## src/rtl/core/c8_pkg.sv

```systemverilog
// shared types and constants for the chip8 instruction core
// depends on nothing
package c8_pkg;

    localparam int MemoryBytes  = 4096;
    localparam int StackDepth   = 16;
    localparam int ScreenWidth  = 64;
    localparam int ScreenHeight = 32;
    localparam logic [11:0] ProgramStartReset = 12'd512;
    localparam logic [11:0] FontBaseReset     = 12'd80;

    typedef enum logic [1:0] {
        K_WRITE = 2'd0,
        K_EXEC  = 2'd1,
        K_TICK  = 2'd2,
        K_ROW   = 2'd3
    } t_kind;

    localparam logic [0:0] CfgProgramStart = 1'b0;
    localparam logic [0:0] CfgFontBase     = 1'b1;

    localparam logic [7:0] FxGetDelay  = 8'h07;
    localparam logic [7:0] FxKeyWait   = 8'h0A;
    localparam logic [7:0] FxSetDelay  = 8'h15;
    localparam logic [7:0] FxSetSound  = 8'h18;
    localparam logic [7:0] FxFont      = 8'h29;
    localparam logic [7:0] FxBcd       = 8'h33;
    localparam logic [7:0] FxStore     = 8'h55;
    localparam logic [7:0] FxLoad      = 8'h65;
    localparam logic [11:0] OpCls      = 12'h0E0;
    localparam logic [11:0] OpRet      = 12'h0EE;

    typedef enum logic [4:0] {
        S_IDLE,
        S_FETCH_HI,
        S_FETCH_LO,
        S_DECODE,
        S_CLS,
        S_DRAW_RD,
        S_DRAW_WAIT,
        S_DRAW_ROW,
        S_BCD,
        S_STORE,
        S_LOAD_RD,
        S_LOAD_WAIT,
        S_LOAD_WR,
        S_RESULT
    } t_state;

    typedef struct packed {
        logic wait_key;
        logic changed;
        logic bad;
        logic sfault;
    } t_flags;

    // 8-bit value to three bcd digits, small shift-add network
    function automatic logic [11:0] to_bcd(input logic [7:0] v);
        logic [19:0] s;
        s = {12'd0, v};
        for (int i = 0; i < 8; i++) begin
            if (s[11:8] >= 4'd5) s[11:8] = s[11:8] + 4'd3;
            if (s[15:12] >= 4'd5) s[15:12] = s[15:12] + 4'd3;
            s = s << 1;
        end
        return s[19:8];
    endfunction

endpackage

```

## src/rtl/core/c8_alu.sv

```systemverilog
// register ALU for the 8XYN group
// depends on c8_pkg
module c8_alu (
    input  logic [3:0] i_fn,
    input  logic [7:0] i_a,
    input  logic [7:0] i_b,
    output logic [7:0] o_res,
    output logic [7:0] o_flag,
    output logic       o_wr_flag,
    output logic       o_bad
);
    import c8_pkg::*;
    logic [8:0] w_sum;
    logic [8:0] w_sub;
    logic [8:0] w_rsub;

    assign w_sum  = {1'b0, i_a} + {1'b0, i_b};
    assign w_sub  = {1'b0, i_a} - {1'b0, i_b};
    assign w_rsub = {1'b0, i_b} - {1'b0, i_a};

    always_comb begin
        o_res = i_a;
        o_flag = 8'd0;
        o_wr_flag = 1'b0;
        o_bad = 1'b0;
        case (i_fn)
            4'h0: o_res = i_b;
            4'h1: o_res = i_a | i_b;
            4'h2: o_res = i_a & i_b;
            4'h3: o_res = i_a ^ i_b;
            4'h4: begin
                o_res = w_sum[7:0]; o_flag = {7'd0, w_sum[8]}; o_wr_flag = 1'b1;
            end
            4'h5: begin
                o_res = w_sub[7:0]; o_flag = {7'd0, ~w_sub[8]}; o_wr_flag = 1'b1;
            end
            4'h6: begin
                o_res = {1'b0, i_a[7:1]}; o_flag = {7'd0, i_a[0]}; o_wr_flag = 1'b1;
            end
            4'h7: begin
                o_res = w_rsub[7:0]; o_flag = {7'd0, ~w_rsub[8]}; o_wr_flag = 1'b1;
            end
            4'hE: begin
                o_res = {i_a[6:0], 1'b0}; o_flag = {7'd0, i_a[7]}; o_wr_flag = 1'b1;
            end
            default: o_bad = 1'b1;
        endcase
    end
endmodule

```

## config.mk

```make
export PLATFORM = sky130hd
export DESIGN_NAME = c8_alu
export DESIGN_NICKNAME = d
export VERILOG_FILES = /design/src/rtl/core/c8_pkg.sv /design/src/rtl/core/c8_alu.sv
export SDC_FILE = /design/constraint.sdc
export NUM_CORES = 1
export LEC_CHECK = 0
export ABC_AREA = 1
export BUFFER_PORTS_ARGS = -buffer_cell sky130_fd_sc_hd__buf_2
export CAP_MARGIN = 20
export CELL_PAD_IN_SITES_DETAIL_PLACEMENT = 0
export CELL_PAD_IN_SITES_GLOBAL_PLACEMENT = 1
export CORE_MARGIN = 2
export CORE_UTILIZATION = 42
export DETAILED_ROUTE_END_ITERATION = 12
export PLACE_DENSITY_LB_ADDON = 0.1
export SYNTH_ARGS = -nofsm -noshare
export SYNTH_HDL_FRONTEND = slang
export SYNTH_SLANG_ARGS = --single-unit
```

## constraint.sdc

```tcl
create_clock -name vclk -period 6
set_input_delay 1.2 -clock vclk [all_inputs]
set_output_delay 1.2 -clock vclk [all_outputs]
set_load 0.05 [all_outputs]
```

=== Word level (Yosys, flattened, before mapping) ===
Index checks and enable logic that the tools add are counted.

* Add/subtract/negate cells: 3
* Shift-type cells: 0
* $lt $le $gt $ge: 0
* Mux-type cells: 4
* Bitwise operators: 5
* Reduce and logical (&&, ||, !) cells: 3
* Equal/unequal tests: 8
* Divide/modulo/power cells: 0
* Multiply operators: 0

{| class="wikitable"
|+ Operators by type and width
! kind !! number
|-
| $pmux W8 S9 || 1
|-
| $sub A8 B8 Y9 || 2
|-
| $eq A4 B3 Y1 const B || 4
|-
| $add A8 B8 Y9 || 1
|-
| $reduce_or A9 Y1 || 1
|-
| $and A8 B8 Y8 || 1
|-
| $eq A4 B2 Y1 const B || 2
|-
| $or A8 B8 Y8 || 1
|-
| $xor A8 B8 Y8 || 1
|-
| $pmux W1 S5 || 1
|-
| $reduce_or A5 Y1 || 1
|-
| $eq A4 B1 Y1 const B || 1
|-
| $eq A4 B4 Y1 const B || 1
|-
| $logic_not A4 Y1 || 1
|-
| $mux W1 || 2
|-
| $not A1 Y1 || 2
|}

* Output and inout port bits: 18
* Word-level logic and storage cells: 23
* Memory bits (read-only): 0
* Bits in latches: 0
* Memories kept: 0
* Register bits after elaboration: 0
* Input bits: 20
* Memory bits (writable): 0

=== Longest topological paths before layout ===
* Depth in word-level cells: 3
* Mapped depth: 14
* Gate-level depth less buffers: 14

=== Worst setup path after synthesis ===
No wires, ideal clock.

* Path kind: input to output
* Start: input i_a[2]
* End: output o_res[3]
* Path buffers: 1
* Data required time: 4.800 ns
* Stages on the path: 11
* Slack: 1.835 ns
* Arrival: 2.965 ns
* Cell sequence: inv_1 ha_1 buf_4 inv_1 a21oi_1 nand2_1 nand2_1 nand3_1 nand3_1 nor2_1 a21oi_1

* Word-level cells in the longest chain between the ends: 2
* Elaborated cells on any way between the ends: 4
* Classes of those cells: 3 x add/sub; 1 x mux

{| class="wikitable"
|+ Ends and longest elaborated chain
! what !! RTL line !! RTL
|-
| start: declaration || c8_alu.sv:5 || <nowiki>input logic [7:0] i_a,</nowiki>
|-
| $sub A8 B8 Y9 (tied with other cells) || c8_alu.sv:19 || <nowiki>assign w_rsub = {1'b0, i_b} - {1'b0, i_a};</nowiki>
|-
| $pmux W8 S9 * || c8_alu.sv:26 || <nowiki>case (i_fn)</nowiki>
|-
| end: declaration || c8_alu.sv:7 || <nowiki>output logic [7:0] o_res,</nowiki>
|}

Every way passes the cells marked *; elsewhere a longest branch is shown, timed or not.

=== Final worst setup path ===
* Start: input i_a[0]
* End: output o_flag[0]

* Word-level cells in the longest chain between the ends: 3
* Elaborated cells on any way between the ends: 6
* Classes of those cells: 3 x add/sub; 1 x mux; 2 x bitwise

{| class="wikitable"
|+ Ends and longest elaborated chain
! what !! RTL line !! RTL
|-
| $sub A8 B8 Y9 (on tied branches) || c8_alu.sv:19, c8_alu.sv:18 ||
|-
| $not A1 Y1 (on tied branches) || c8_alu.sv:41, c8_alu.sv:35 ||
|-
| $pmux W1 S5 * || c8_alu.sv:26 ||
|-
| end: declaration || c8_alu.sv:8 || <nowiki>output logic [7:0] o_flag,</nowiki>
|}

Marks and branches as above.

==> summary.txt <==
Clock tree
  • Hold Buf Count CTS: 0
  • Cts repair resizes: 0
  • Setup Buffers After CTS: 0

Logic synthesis
  • Most area-consuming cells after synthesis: nand2_1 23%, ha_1 23%, inv_1 11%
  • Register area share after synthesis: 0
  • Post-Synthesis Cells: 349
  • Mapped Avg Cell Area: 5.36 sq um
  • Post-synth cell types: 25
  • Mapped cell area: 0.00187 sq mm
  • Synth cell count leaders: 116 x nand2_1, 53 x inv_1, 39 x nand3_1
  • Area share of the largest cell type after synthesis: 0.233
  • Synth area leader: nand2_1
  • Most frequent cell after synthesis: nand2_1
  • Ys Warns: 0

Timing
  • RSZ-0062 raised after global routing: no
  • Ratio of final minimum period to clock period: 0.728
  • Fin. max-slew vios: 0
  • Setup TNS: 0 ns
  • Fin Hold WS: 2.84 ns
  • Endpoints failing setup: 0
  • Fmax: 229 MHz
  • Hold Vio Cnt, Final: 0
  • Final WS setup: 1.63 ns
  • Final Critical Period: 4.37 ns

Critical path
  • Most common cell on crit path: nand2_1
  • Crit path depth: 16
  • Required time worst endpoint: 4.80 ns
  • Setup crit start: i_a[0]
  • Crit path max-delay cell type: fa_1
  • Worst path top cell family by delay: simple AND/OR/NAND/NOR gates
  • Critical path arrival: 3.17 ns
  • Worst path bufs/invs: 4
  • Largest stage delay, worst path: 0.42 ns
  • Startpoint Class: input pin
  • Crit Path Category: input pin to output port
  • Crit path to: o_flag[0]
  • CP Max Fanout: 4
  • CP Cell Sequence: buf_2 > ha_1 > inv_1 > fa_1 > inv_1 > nand2_1 > nand2_1 > nand3_1 > nand2_1 > nand2_1 > nand2_1 > nand2_1 > nand2_1 > nand2_1 > nand3_1 > buf_2
  • Setup crit end kind: output port

Final layout
  • Layout cells sized above 1: 0.0987
  • Clk_buf instances: 0
  • N_diodes: 0
  • Utilization after layout: 0.470
  • P&R area growth vs syn: 8.70%
  • Num sequential: 0
  • Nets: 434
  • Layout fillers: 492
  • Storage element area: 0 sq um

Pwr
  • Design internal power: 53.3 uW
  • Sw Ratio: 0.726
  • Switch Pwr: 141 uW
  • Flop pwr share: 0
  • Clock power frac: 0
  • Worst IR Drop VDD: 0.0544 mV
  • Total power draw: 194 uW
  • Leakage: 0.00122 uW
  • Pwr/cell area: 95.6 mW/mm^2
  • Gate power share: 1.000

Global route
  • Pin count of the biggest net entering global routing: 11
  • Vias in the first global route: 2074
  • Antenna violations before repair: 0
  • Busiest layer in global routing: met1
  • Met3 Use GR: 0.0256
  • Gr usage total: 0.253
  • Grt met2 use: 0.386
  • First-pass GRT wire length: 10300 um
  • Final global-route overflow total: 0
  • Met1 GRT Util: 0.392

Detailed routing
  • Routed Wire Length: 6200 um
  • Initial drt markers: 193
  • Drc violations: 0
  • Final ANT Viol Nets: 0
  • Initial DRT Pass Iterations: 5
  • DR vias: 2281
  • Via/cell ratio: 5.34
  • Avg WL per Cell: 14.5 um

Placement
  • Placement Setup Slack: 1.73 ns
  • GPL Wtd Cong: 0.980
  • DP HPWL: 5120 um
  • IO Port Bufs: 31

Die
  • I/O Pins: 38
  • Core area: 0.00432 sq mm
  • Row cnt: 24
  • Die area: 0.00500 sq mm
  • Starting Density: 0.433
  • Die span in x: 70.7 um
  • Die Ht: 70.7 um

Status
  • Status: finished clean

Min path
  • Hold Crit Start: i_a[7]
  • HP Class: input pin to output port

Run
  • Max Cap Viol: 0
==> cells by family after synthesis <==
group           share of synthesized area
other cells                       0.00200
buf+inv                             0.151
compound gates                      0.121
simple gates                        0.466
fa+ha+maj                           0.260
==> worst min path at each step <==
stage | to | slack (ns) | cells after the start
after CTS | o_res[6] | 2.84 | 4
after global routing | o_res[6] | 2.86 | 4
after floorplan | o_bad | 2.65 | 2
after global placement | o_res[6] | 2.83 | 4
final | o_res[7] | 2.84 | 4
after detailed placement | o_res[6] | 2.84 | 4
==> power groups by stage <==
stage	Combinational, uW	Sequential, uW	Clock, uW
detailed placement	191	0	0
finish	194	0	0
global route	215	0	0
global placement	192	0	0
CTS	192	0	0
floorplan	146	0	0
==> final cells by class <==
cell class / count / area [sq um] / share of cell area
multi-input combinational: 290 / 1610 / 0.792
inverter: 54 / 203 / 0.0997
timing repair buffer: 31 / 155 / 0.0763
tap: 52 / 65.1 / 0.0320
==> per-stage QoR <==
| step | cells | area (sq um) |
|---|---|---|
| floorplan | 355 | 1890 |
| global placement | 427 | 2030 |
| detailed placement | 427 | 2030 |
| CTS | 427 | 2030 |
| global route | 427 | 2030 |
| finish | 427 | 2030 |
==> metal layers <==
| layer | routed length (um) | vias to the layer above |
|---|---|---|
| li1 | - | 1149 |
| met1 | 3060 | 1023 |
| met2 | 2590 | 99 |
| met3 | 484 | 10 |
| met4 | 72 | 0 |
| met5 | 0 | - |
==> layout by cell type, fill, tap and decap left out, types with 2 or more instances in the layout <==
master	n
a211oi_1	3
o211ai_1	6
nand3_1	39
o21ai_0	9
nand3b_1	2
fa_1	3
nor2_1	35
a21oi_1	15
nor3_1	3
buf_2	31
o22ai_1	5
nor2_2	2
conb_1	7
inv_1	53
nand4_1	5
ha_1	34
nand2_1	116
(Power assumes the default switching activity.)
